File: src/rtl/rhc_pkg.sv
// Shared widths, constants and pipeline types of the RGB to HSV converter.
package rhc_pkg;

   localparam int PIX_W              = 8;
   localparam int HUE_W              = 9;
   localparam int SAT_Q_W            = 8;
   localparam int HUE_Q_W            = 7;
   localparam int SAT_NUM_W          = 2 * PIX_W;
   localparam int HUE_NUM_W          = 15;
   localparam int DIV_BITS_PER_STAGE = 2;
   localparam int DIV_STAGES         = SAT_Q_W / DIV_BITS_PER_STAGE;

   localparam int FULL_SCALE  = 255;
   localparam int FRAC_SCALE  = 100;
   localparam int SECTOR_DEG  = 60;
   localparam int TURN_DEG    = 360;
   localparam int OFS_RED     = 36000;
   localparam int OFS_GREEN   = 12000;
   localparam int OFS_BLUE    = 24000;

   localparam int OFS_RED_DEG   = OFS_RED / FRAC_SCALE;
   localparam int OFS_GREEN_DEG = OFS_GREEN / FRAC_SCALE;
   localparam int OFS_BLUE_DEG  = OFS_BLUE / FRAC_SCALE;

   // 60/100 reduces to 3/5
   localparam int Q_MUL = SECTOR_DEG / 20;
   localparam int Q_DEN = FRAC_SCALE / 20;

   // x/5 == (x*205) >> 10 for every x below 1024
   localparam int DIV5_MUL   = 205;
   localparam int DIV5_SHIFT = 10;
   localparam int SCALED_W   = 9;
   localparam int DEG_PROD_W = 16;

   typedef enum logic [1:0] {
      SECTOR_RED,
      SECTOR_GREEN,
      SECTOR_BLUE
   } sector_type;

   typedef struct packed {
      logic                 valid;
      sector_type           sector;
      logic                 neg;
      logic                 gray;
      logic                 black;
      logic [PIX_W-1:0]     val;
      logic [PIX_W-1:0]     delta;
      logic [SAT_NUM_W-1:0] sat_rem;
      logic [SAT_Q_W-1:0]   sat_q;
      logic [HUE_NUM_W-1:0] hue_rem;
      logic [HUE_Q_W-1:0]   hue_q;
   } pipe_type;

endpackage

File: src/rtl/rgb_to_hsv_pixel_convert_core.sv
// Top level of the pipelined RGB to HSV pixel converter.
//
// Usage:
//   Input channel: drive req_red, req_green, req_blue and raise start. A beat
//   is taken at every rising edge with start high and busy low. busy is low
//   whenever reset is low, so one pixel can enter in every cycle.
//   Result channel: rsp_valid is high for exactly one cycle per pixel, with
//   rsp_hue_deg (0..359), rsp_sat_level and rsp_val_level valid in that
//   cycle. The receiver cannot hold results off; results leave in order.
//   Throughput: one pixel per cycle outside of reset. Stages: input
//   register, min/max and operand prep, four divider stages (two
//   saturation quotient bits each; the hue divider takes one bit in the
//   first and two in each of the others), then hue scaling and the output
//   register. The divider chain sets the depth.
//   Reset: synchronous, active high. Clears every stage valid bit, so
//   pixels in flight are dropped; busy is high while reset is held.
module rgb_to_hsv_pixel_convert_core
   import rhc_pkg::*;
(
   input  logic             clock,
   input  logic             reset,
   input  logic             start,
   output logic             busy,
   input  logic [PIX_W-1:0] req_red,
   input  logic [PIX_W-1:0] req_green,
   input  logic [PIX_W-1:0] req_blue,
   output logic             rsp_valid,
   output logic [HUE_W-1:0] rsp_hue_deg,
   output logic [PIX_W-1:0] rsp_sat_level,
   output logic [PIX_W-1:0] rsp_val_level
);

   logic     accept;
   pipe_type div_pipe [DIV_STAGES+1];

   // Take a beat every cycle outside of reset
   assign busy   = reset;
   assign accept = start & ~busy;

   // Register the pixel, find max/min, pick the sector, form both dividends
   rhc_prep u_prep (
      .clock    (clock),
      .reset    (reset),
      .accept   (accept),
      .red      (req_red),
      .green    (req_green),
      .blue     (req_blue),
      .prep_out (div_pipe[0])
   );

   // Advance both restoring dividers, most significant quotient bits first
   for (genvar k = 0; k < DIV_STAGES; k++) begin : g_div
      rhc_div_stage #(
         .BIT_HI (SAT_Q_W - 1 - k * DIV_BITS_PER_STAGE)
      ) u_div_stage (
         .clock     (clock),
         .reset     (reset),
         .stage_in  (div_pipe[k]),
         .stage_out (div_pipe[k+1])
      );
   end

   // Scale to degrees, add the sector offset, wrap, and register the result
   rhc_hue_final u_hue_final (
      .clock         (clock),
      .reset         (reset),
      .fin_in        (div_pipe[DIV_STAGES]),
      .rsp_valid     (rsp_valid),
      .rsp_hue_deg   (rsp_hue_deg),
      .rsp_sat_level (rsp_sat_level),
      .rsp_val_level (rsp_val_level)
   );

endmodule

File: src/rtl/rhc_prep.sv
// Input register and first stage: max, min, sector and divider operands.
module rhc_prep
   import rhc_pkg::*;
(
   input  logic             clock,
   input  logic             reset,
   input  logic             accept,
   input  logic [PIX_W-1:0] red,
   input  logic [PIX_W-1:0] green,
   input  logic [PIX_W-1:0] blue,
   output pipe_type         prep_out
);

   logic             pix_valid_ff;
   logic [PIX_W-1:0] red_ff;
   logic [PIX_W-1:0] green_ff;
   logic [PIX_W-1:0] blue_ff;

   logic             prep_valid_ff;
   pipe_type         prep_data_ff;
   pipe_type         prep_data_in;

   logic [PIX_W-1:0]        mx;
   logic [PIX_W-1:0]        mn;
   logic [PIX_W-1:0]        delta;
   logic signed [PIX_W:0]   diff;
   logic [PIX_W-1:0]        diff_mag;
   sector_type              sector;

   always_ff @(posedge clock) begin
      red_ff   <= red;
      green_ff <= green;
      blue_ff  <= blue;
      if (reset) begin
         pix_valid_ff <= 1'b0;
      end else begin
         pix_valid_ff <= accept;
      end
   end

   always_comb begin
      mx = (red_ff > green_ff) ? ((red_ff > blue_ff) ? red_ff : blue_ff)
                               : ((green_ff > blue_ff) ? green_ff : blue_ff);
      mn = (red_ff < green_ff) ? ((red_ff < blue_ff) ? red_ff : blue_ff)
                               : ((green_ff < blue_ff) ? green_ff : blue_ff);
      delta = mx - mn;

      // red wins ties, then green
      if (red_ff == mx) begin
         sector = SECTOR_RED;
         diff   = $signed({1'b0, green_ff}) - $signed({1'b0, blue_ff});
      end else if (green_ff == mx) begin
         sector = SECTOR_GREEN;
         diff   = $signed({1'b0, blue_ff}) - $signed({1'b0, red_ff});
      end else begin
         sector = SECTOR_BLUE;
         diff   = $signed({1'b0, red_ff}) - $signed({1'b0, green_ff});
      end
      diff_mag = diff[PIX_W] ? PIX_W'(-diff) : diff[PIX_W-1:0];

      prep_data_in.valid   = pix_valid_ff;
      prep_data_in.sector  = sector;
      prep_data_in.neg     = diff[PIX_W];
      prep_data_in.gray    = (delta == '0);
      prep_data_in.black   = (mx == '0);
      prep_data_in.val     = mx;
      prep_data_in.delta   = delta;
      prep_data_in.sat_rem = SAT_NUM_W'(delta) * SAT_NUM_W'(FULL_SCALE);
      prep_data_in.sat_q   = '0;
      prep_data_in.hue_rem = HUE_NUM_W'(diff_mag) * HUE_NUM_W'(FRAC_SCALE);
      prep_data_in.hue_q   = '0;
   end

   always_ff @(posedge clock) begin
      prep_data_ff <= prep_data_in;
      if (reset) begin
         prep_valid_ff <= 1'b0;
      end else begin
         prep_valid_ff <= prep_data_in.valid;
      end
   end

   always_comb begin
      prep_out       = prep_data_ff;
      prep_out.valid = prep_valid_ff;
   end

endmodule

File: src/rtl/rhc_div_stage.sv
// One registered stage of the two restoring dividers, two saturation and up to two hue quotient bits per stage.
module rhc_div_stage
   import rhc_pkg::*;
#(
   parameter int BIT_HI = SAT_Q_W - 1
)
(
   input  logic     clock,
   input  logic     reset,
   input  pipe_type stage_in,
   output pipe_type stage_out
);

   localparam int SAT_POS_W = $clog2(SAT_Q_W);
   localparam int HUE_POS_W = $clog2(HUE_Q_W);

   logic     stage_valid_ff;
   pipe_type stage_data_ff;
   pipe_type stage_data_in;

   always_comb begin
      logic [SAT_POS_W-1:0] sat_pos;
      logic [HUE_POS_W-1:0] hue_pos;
      logic [SAT_NUM_W-1:0] sat_trial;
      logic [HUE_NUM_W-1:0] hue_trial;

      stage_data_in = stage_in;
      sat_pos       = '0;
      hue_pos       = '0;
      sat_trial     = '0;
      hue_trial     = '0;
      for (int j = 0; j < DIV_BITS_PER_STAGE; j++) begin
         // saturation: delta*255 / max
         sat_pos   = SAT_POS_W'(BIT_HI - j);
         sat_trial = SAT_NUM_W'(stage_data_in.val) << sat_pos;
         if (stage_data_in.sat_rem >= sat_trial) begin
            stage_data_in.sat_rem        = stage_data_in.sat_rem - sat_trial;
            stage_data_in.sat_q[sat_pos] = 1'b1;
         end
         // hue fraction: |diff|*100 / delta, at most 100
         if (BIT_HI - j < HUE_Q_W) begin
            hue_pos   = HUE_POS_W'(BIT_HI - j);
            hue_trial = HUE_NUM_W'(stage_data_in.delta) << hue_pos;
            if (stage_data_in.hue_rem >= hue_trial) begin
               stage_data_in.hue_rem        = stage_data_in.hue_rem - hue_trial;
               stage_data_in.hue_q[hue_pos] = 1'b1;
            end
         end
      end
   end

   always_ff @(posedge clock) begin
      stage_data_ff <= stage_data_in;
      if (reset) begin
         stage_valid_ff <= 1'b0;
      end else begin
         stage_valid_ff <= stage_data_in.valid;
      end
   end

   always_comb begin
      stage_out       = stage_data_ff;
      stage_out.valid = stage_valid_ff;
   end

endmodule

File: src/rtl/rhc_hue_final.sv
// Last stage: degree scaling, sector offset, wrap and the result register.
module rhc_hue_final
   import rhc_pkg::*;
(
   input  logic             clock,
   input  logic             reset,
   input  pipe_type         fin_in,
   output logic             rsp_valid,
   output logic [HUE_W-1:0] rsp_hue_deg,
   output logic [PIX_W-1:0] rsp_sat_level,
   output logic [PIX_W-1:0] rsp_val_level
);

   logic [SCALED_W-1:0]   scaled;
   logic [DEG_PROD_W-1:0] prod;
   logic [HUE_W-1:0]      step_deg;
   logic [HUE_W-1:0]      base_deg;
   logic [HUE_W-1:0]      raw_deg;
   logic [HUE_W-1:0]      hue_in;
   logic [PIX_W-1:0]      sat_in;

   logic                  rsp_valid_ff;
   logic [HUE_W-1:0]      hue_ff;
   logic [PIX_W-1:0]      sat_ff;
   logic [PIX_W-1:0]      val_ff;

   always_comb begin
      // floor(3q/5) for the signed quotient: round the magnitude up when negative
      scaled   = SCALED_W'(fin_in.hue_q) * SCALED_W'(Q_MUL)
               + (fin_in.neg ? SCALED_W'(Q_DEN - 1) : SCALED_W'(0));
      prod     = DEG_PROD_W'(scaled) * DEG_PROD_W'(DIV5_MUL);
      step_deg = HUE_W'(prod[DEG_PROD_W-1:DIV5_SHIFT]);

      case (fin_in.sector)
         SECTOR_RED:   base_deg = HUE_W'(OFS_RED_DEG);
         SECTOR_GREEN: base_deg = HUE_W'(OFS_GREEN_DEG);
         SECTOR_BLUE:  base_deg = HUE_W'(OFS_BLUE_DEG);
         default:      base_deg = '0;
      endcase

      raw_deg = fin_in.neg ? (base_deg - step_deg) : (base_deg + step_deg);
      if (raw_deg >= HUE_W'(TURN_DEG)) begin
         hue_in = raw_deg - HUE_W'(TURN_DEG);
      end else begin
         hue_in = raw_deg;
      end
      if (fin_in.gray) begin
         hue_in = '0;
      end
      sat_in = fin_in.black ? '0 : fin_in.sat_q;
   end

   always_ff @(posedge clock) begin
      hue_ff <= hue_in;
      sat_ff <= sat_in;
      val_ff <= fin_in.val;
      if (reset) begin
         rsp_valid_ff <= 1'b0;
      end else begin
         rsp_valid_ff <= fin_in.valid;
      end
   end

   assign rsp_valid     = rsp_valid_ff;
   assign rsp_hue_deg   = hue_ff;
   assign rsp_sat_level = sat_ff;
   assign rsp_val_level = val_ff;

endmodule

File: config.mk
export PLATFORM = sky130hd
export DESIGN_NAME = rgb_to_hsv_pixel_convert_core
export DESIGN_NICKNAME = d
export VERILOG_FILES = /design/src/rtl/rhc_pkg.sv /design/src/rtl/rgb_to_hsv_pixel_convert_core.sv /design/src/rtl/rhc_prep.sv /design/src/rtl/rhc_div_stage.sv /design/src/rtl/rhc_hue_final.sv
export SDC_FILE = /design/constraint.sdc
export NUM_CORES = 1
export LEC_CHECK = 0
export BUFFER_PORTS_ARGS = -buffer_cell sky130_fd_sc_hd__buf_2
export CORE_MARGIN = 2
export CORE_UTILIZATION = 53
export DETAILED_ROUTE_END_ITERATION = 8
export PLACE_DENSITY = 0.72
export SYNTH_ARGS = -nofsm -noshare
export SYNTH_HDL_FRONTEND = slang
export SYNTH_SLANG_ARGS = --single-unit
File: constraint.sdc
create_clock -name clock -period 8.2 [get_ports clock]
set_input_delay 1.64 -clock clock [delete_from_list [all_inputs] [get_ports clock]]
set_output_delay 1.64 -clock clock [all_outputs]
set_load 0.05 [all_outputs]
[Word-level counts from Yosys, hierarchy flattened]
Index checks and enable logic that the tools add are counted.
Cells by class
  $add $sub $neg: 22
  multiply operators: 4
  order comparisons: 22
  equality and inequality tests: 4
  mux-type cells: 28
  bitwise logic cells: 2
  reduce and logical (&&, ||, !) cells: 3
Operators by type and width (number)
  2-to-1 mux 16 bit: 7
  2-to-1 mux 15 bit: 5
  2-to-1 mux 8 bit: 7
  2-to-1 mux 9 bit: 4
  one-hot mux 9 bit (3 select lines): 1
  subtractor 8 x 8 -> 9 bit: 3
  greater-than comparator 8 bit: 3
  < comparator 8 bit: 3
  2-to-1 mux 17 bit: 1
  == test 8 bit: 2
  greater-or-equal comparator 16 x 10 -> 1 bit: 1
  greater-or-equal comparator 16 x 11 -> 1 bit: 1
  greater-or-equal comparator 16 x 12 -> 1 bit: 1
  greater-or-equal comparator 16 x 13 -> 1 bit: 1
  greater-or-equal comparator 16 x 14 -> 1 bit: 1
  greater-or-equal comparator 16 x 15 -> 1 bit: 1
  greater-or-equal comparator 16 x 8 -> 1 bit: 1
  greater-or-equal comparator 16 x 9 -> 1 bit: 1
  logical NOT 8 bit: 2
  multiplier 8 x 8 -> 16 bit (second input constant): 1
  multiplier 9 x 8 -> 16 bit (second input constant): 1
  subtractor 16 x 10 -> 16 bit: 1
  subtractor 16 x 11 -> 16 bit: 1
  subtractor 16 x 12 -> 16 bit: 1
  other kinds (34): 34
Storage, ports and cells
  flip-flop bits (word level): 311
  output and inout bits: 27

[Logic depth before layout (Yosys ltp)]
  depth in word-level cells: 9
  gate-level depth with buffers: 40
  mapped depth without buffers: 39

[Hierarchy]
Synthesis repeated with hierarchy kept, for this count alone.
Unflattened totals
  cell total of the unflattened synthesis: 2545
  area, all modules: 24071.8 sq um
By module, submodules not included
  rhc_prep: times used 1, cells an instance 716, area each 6595.1 sq um, sequential area each 1501.4 sq um
  rhc_div_stage (g_div[2].u_div_stage): times used 1, cells an instance 410, area each 3858.7 sq um, sequential area each 1361.3 sq um
  rhc_div_stage (g_div[3].u_div_stage): times used 1, cells an instance 414, area each 3857.4 sq um, sequential area each 1361.3 sq um
  rhc_div_stage (g_div[1].u_div_stage): times used 1, cells an instance 385, area each 3681.0 sq um, sequential area each 1361.3 sq um
  rhc_hue_final: times used 1, cells an instance 337, area each 3084.2 sq um, sequential area each 520.5 sq um
  rhc_div_stage (g_div[0].u_div_stage): times used 1, cells an instance 281, area each 2974.1 sq um, sequential area each 1361.3 sq um
  rgb_to_hsv_pixel_convert_core: times used 1, cells an instance 2, area each 21.3 sq um, sequential area each 0.0 sq um

[Least setup slack after synthesis]
OpenSTA, ideal clock, no wires.
  kind: register to register
  from: register g_div[3].u_div_stage.stage_data_ff, in the netlist g_div[3].u_div_stage.stage_out[64]
  to: register u_hue_final.hue_ff[3], in the netlist u_hue_final.rsp_hue_deg[3]
  setup time: 0.121 ns
  data arrival time: 8.006 ns
  path slack: 0.074 ns
  cell stages (with the launch flop): 37
  cell sequence: dfxtp_1 clkbuf_1 inv_1 fa_1 inv_1 ha_1 fa_1 a21oi_1 nor2_1 nor2_1 nor2b_1 o21ai_0 nand2b_1 ha_1 inv_1 fa_1 inv_1 fa_1 inv_1 ha_1 ha_1 nand2b_1 nor3_1 a2111oi_0 o311a_2 a21boi_0 a21boi_0 nand3_1 mux2i_1 o221ai_1 xnor2_1 ha_1 o41a_1 xnor2_1 a211o_1 a21oi_2 mux2_2
Between the ends
  cells in the longest elaborated chain, start to end: 7
  elaborated cells on any way between the ends: 9
  classes of those cells: add/sub: 4; mul: 1; order compare: 1; mux: 3
RTL lines
  from (decl): RTL line rhc_div_stage.sv:18  | pipe_type stage_data_ff;
  from (signal assigned): RTL line rhc_div_stage.sv:53  | stage_data_ff <= stage_data_in;
  2-to-1 mux 3 bit: RTL line rhc_hue_final.sv:30  | + (fin_in.neg ? SCALED_W'(Q_DEN - 1) : SCALED_W'(0));
  adder 9 bit: RTL line rhc_hue_final.sv:30
  multiplier 9 x 8 -> 16 bit: RTL line rhc_hue_final.sv:31  | prod = DEG_PROD_W'(scaled) * DEG_PROD_W'(DIV5_MUL);
  adder 9 x 6 -> 9 bit / subtractor 9 x 6 -> 9 bit (equally long branches): RTL line rhc_hue_final.sv:41  | raw_deg = fin_in.neg ? (base_deg - step_deg) : (base_deg + step_deg);
  2-to-1 mux 9 bit *: RTL line rhc_hue_final.sv:41
  subtractor 9 bit / greater-or-equal comparator 9 bit (equally long branches): RTL line rhc_hue_final.sv:43, rhc_hue_final.sv:42
  2-to-1 mux 9 bit *: RTL line rhc_hue_final.sv:42  | if (raw_deg >= HUE_W'(TURN_DEG)) begin
  to (signal assigned): RTL line rhc_hue_final.sv:54  | hue_ff <= hue_in;
  to (decl): RTL line rhc_hue_final.sv:23  | logic [HUE_W-1:0] hue_ff;
Mark *: on every way between the ends. The rest lies on a longest branch, timed or not.
A chain may end at the register's enable or synchronous reset.

[Final worst setup path]
  from: register g_div[3].u_div_stage.stage_data_ff, in the netlist g_div[3].u_div_stage.stage_out[1]
  to: register u_hue_final.hue_ff[3], in the netlist u_hue_final.rsp_hue_deg[3]
Between the ends
  cells in the longest elaborated chain, start to end: 7
  elaborated cells on any way between the ends: 9
  classes of those cells: add/sub: 4; mul: 2; order compare: 1; mux: 2
RTL lines
  multiplier 7 x 2 -> 9 bit *: RTL line rhc_hue_final.sv:29  | scaled = SCALED_W'(fin_in.hue_q) * SCALED_W'(Q_MUL)
  adder 9 bit *: RTL line rhc_hue_final.sv:30
  multiplier 9 x 8 -> 16 bit *: RTL line rhc_hue_final.sv:31
  adder 9 x 6 -> 9 bit / subtractor 9 x 6 -> 9 bit (equally long branches): RTL line rhc_hue_final.sv:41
  2-to-1 mux 9 bit *: RTL line rhc_hue_final.sv:41
  subtractor 9 bit / greater-or-equal comparator 9 bit (equally long branches): RTL line rhc_hue_final.sv:43, rhc_hue_final.sv:42
  2-to-1 mux 9 bit *: RTL line rhc_hue_final.sv:42
Marks and branches as above.

==> metrics.csv <==
metric,value,unit
Post-DRT Antenna Nets,0,
"EDFF count, synth",0,
drt pass-1 iters,6,
Slew HR,0.2648,
Placer Congestion,0.9162,
area of the multi-input gates,12920,µm²
FILL cells,3134,
DR DRC count,0,
synthesized cell area,19910,µm²
Synth Warn #,0,
Yosys cell types,80,
final WL,41.58,mm
Clock Skews,0.01142,ns
Layout Cells excl Fill,2794,
ys flop type,dfxtp_1,
hold-fix buffers at CTS,0,
pin count of the biggest net entering global routing,19,
CTS Buffer Depth,3,
worst skew pair latency,0.56,ns
Fmax,0.1265,GHz
share of cells above drive strength 1,0.1195,
critical path capture point type,flop,
syn nets,2578,
die height,197.8,µm
#FFs+latches synth,301,
area grow syn2layout,12.24,%
n_diodes,0,
Mean Syn Cell Area,9.045,µm²
Placed Cells,2735,
final hold vios,0,
die area,39130,µm²
cell repeated most along the worst path,inv_1,
Final Max Slew Viols,0,
maxcap violations,0,
worst slew pin tran,1.087,ns
via/cell ratio,5.495,
"most common cell after layout, fill and taps aside",inv_1,
Vias,15352,
CTS buffer count,30,
critical path's slowest cell,fa_2,
initial antenna violation count,1,
Worst-path clk slew,0.06,ns
Detailed Route Iter0 Violations,778,
hold_ws,0.3250,ns
Reg area,6037,µm²
endpoints failing setup,0,
Core Box Area,36790,µm²
arrival time worst endpoint,8.35,ns
I/O Pins,54,
critical path data required time,8.64,ns
Final Net Count,2680,
vias in the first global route,15605,
Syn Inst Count,2201,
"Seq/Total Area, Yosys",0.3027,
most frequent cells in the layout,"inv_1 (297), dfxtp_1 (292), ha_1 (277)",
# clock sinks,301,
port bufs,53,
"Remaining Overflow, GRT",0,
initial cell density of the core,0.5412,
Post-synth ARST share,0,
cell row count,70,
Worst setup SP type,flop,
minimum clock period,7.907,ns
htree depth,1,
Die Wd,197.8,µm
status,completed,
CP peak stage delay,0.56,ns
DR WL/cell,14.88,µm
CTS root buffer,clkbuf_16,
first-pass GRT wire length,71.17,mm
total track usage,0.2177,
post-DP HPWL,33.55,mm
CTS tree,done,
Tcrit/Tclk final,0.9642,
crit-path max FO,5,
Crit Path Category,flop to flop,
HP Class,flop to flop,
worst max-delay path, delay by kind of cell, from the launching register on:
family / cells / cell delay (ns)
DFF: 1 / 0.34
AOI/OAI and AO/OA: 7 / 1.44
xor gates and xnor gates: 3 / 0.41
and+or+nand+nor: 8 / 1.13
adders and majority gates: 10 / 3.77
buffers and inverters: 7 / 0.37
muxes: 1 / 0.32
registers in the layout, summed over array words and instances (netlist names):
signal,cells
u_hue_final.rsp_sat_level,8
u_prep.red_ff,8
u_prep.green_ff,8
u_prep.pix_valid_ff,1
u_hue_final.rsp_hue_deg,9
u_hue_final.rsp_valid,1
g_div.u_div_stage.stage_valid_ff,4
g_div.u_div_stage.stage_out,196
u_prep.prep_out,49
u_hue_final.rsp_val_level,8
u_prep.prep_valid_ff,1
u_prep.blue_ff,8
through the flow:
step	setup slack (ns)	cell area, µm²	util	setup TNS (ns)
after floorplan	0.07366	19910	-	0
after global placement	0.1251	20970	0.5699	0
after global routing	-0.09864	22350	0.6074	-0.3742
final	0.2932	22350	0.6074	0
after detailed placement	-0.1931	20970	0.5699	-0.7686
after CTS	0.01867	22090	0.6004	0
layout make-up:
| class | instances | area share |
|---|---|---|
| tap | 468 | 0.02621 |
| clock inverter | 15 | 0.007895 |
| timing repair buffer | 98 | 0.02699 |
| clock buffer | 40 | 0.04026 |
| multi-input combinational | 1572 | 0.5781 |
| sequential | 301 | 0.2702 |
| inverter | 300 | 0.05039 |
routing by layer:
layer | up-vias | part of all wire | track usage
li1 | 7830 | - | -
met1 | 7090 | 0.44 | 0.2607
met2 | 333 | 0.49 | 0.3988
met3 | 99 | 0.038 | 0.02708
met4 | 0 | 0.035 | 0.07825
met5 | - | 0 | 0
worst paths after layout:
kind / start / end / slack [ns] / depth (start not counted)
max: g_div[3].u_div_stage.stage_out[1] / u_hue_final.rsp_hue_deg[3] / 0.29 / 36
min: g_div[2].u_div_stage.stage_out[2] / g_div[3].u_div_stage.stage_out[2] / 0.32 / 0
max reg2reg: g_div[3].u_div_stage.stage_out[1] / u_hue_final.rsp_hue_deg[3] / 0.29 / 36
min reg2reg: g_div[2].u_div_stage.stage_out[2] / g_div[3].u_div_stage.stage_out[2] / 0.32 / 0
Yosys cell counts (5+ instances only):
cell | n | area (µm²)
nand2_1 | 124 | 465.5
fa_1 | 66 | 1321
o22a_1 | 7 | 61.31
nor4_1 | 17 | 106.4
a2111oi_0 | 5 | 43.79
or4_1 | 10 | 75.07
o31ai_1 | 18 | 135.1
o211ai_1 | 8 | 60.06
nand2b_1 | 19 | 118.9
o22ai_1 | 13 | 81.33
and4_1 | 5 | 43.79
nand3_1 | 20 | 100.1
a31oi_1 | 23 | 143.9
clkbuf_1 | 21 | 78.83
mux2i_1 | 22 | 220.2
a211oi_1 | 12 | 90.09
dfxtp_1 | 301 | 6026
mux2_2 | 45 | 506.7
a21o_1 | 32 | 240.2
nor4b_1 | 5 | 43.79
xnor2_1 | 95 | 832.1
nand4_1 | 36 | 225.2
xor2_1 | 57 | 499.2
o21ai_0 | 125 | 625.6
o21bai_1 | 22 | 165.2
or3_1 | 17 | 106.4
nor2_1 | 128 | 480.5
and2_1 | 7 | 43.79
inv_1 | 300 | 1126
and3_1 | 15 | 93.84
nor3_1 | 35 | 175.2
nor2b_1 | 52 | 325.3
a21boi_0 | 36 | 270.3
or2_2 | 11 | 68.82
a21oi_1 | 123 | 615.6
o21a_1 | 11 | 82.58
ha_1 | 284 | 3553
kinds of logic after synthesis:
logic type,synth area share
AND/OR/NAND/NOR,0.1321
AO/OA/AOI/OAI,0.1544
adder cells (fa/ha/maj),0.2448
buffers and inverters,0.06266
flip-flops,0.3027
XOR/XNOR,0.06687
multiplexers,0.03651
repair_timing:
action | 4_1_cts | 5_1_grt
gates cloned | 0 | 0
setup buffers | 0 | 4
pin swaps | 4 | 29
resized for setup | 10 | 66
endpoints found under the setup margin | 6 | 11
Power is left out: the tool's default activity adds up to more than one toggle a clock period on the data nets, which glitch-free logic cannot reach.
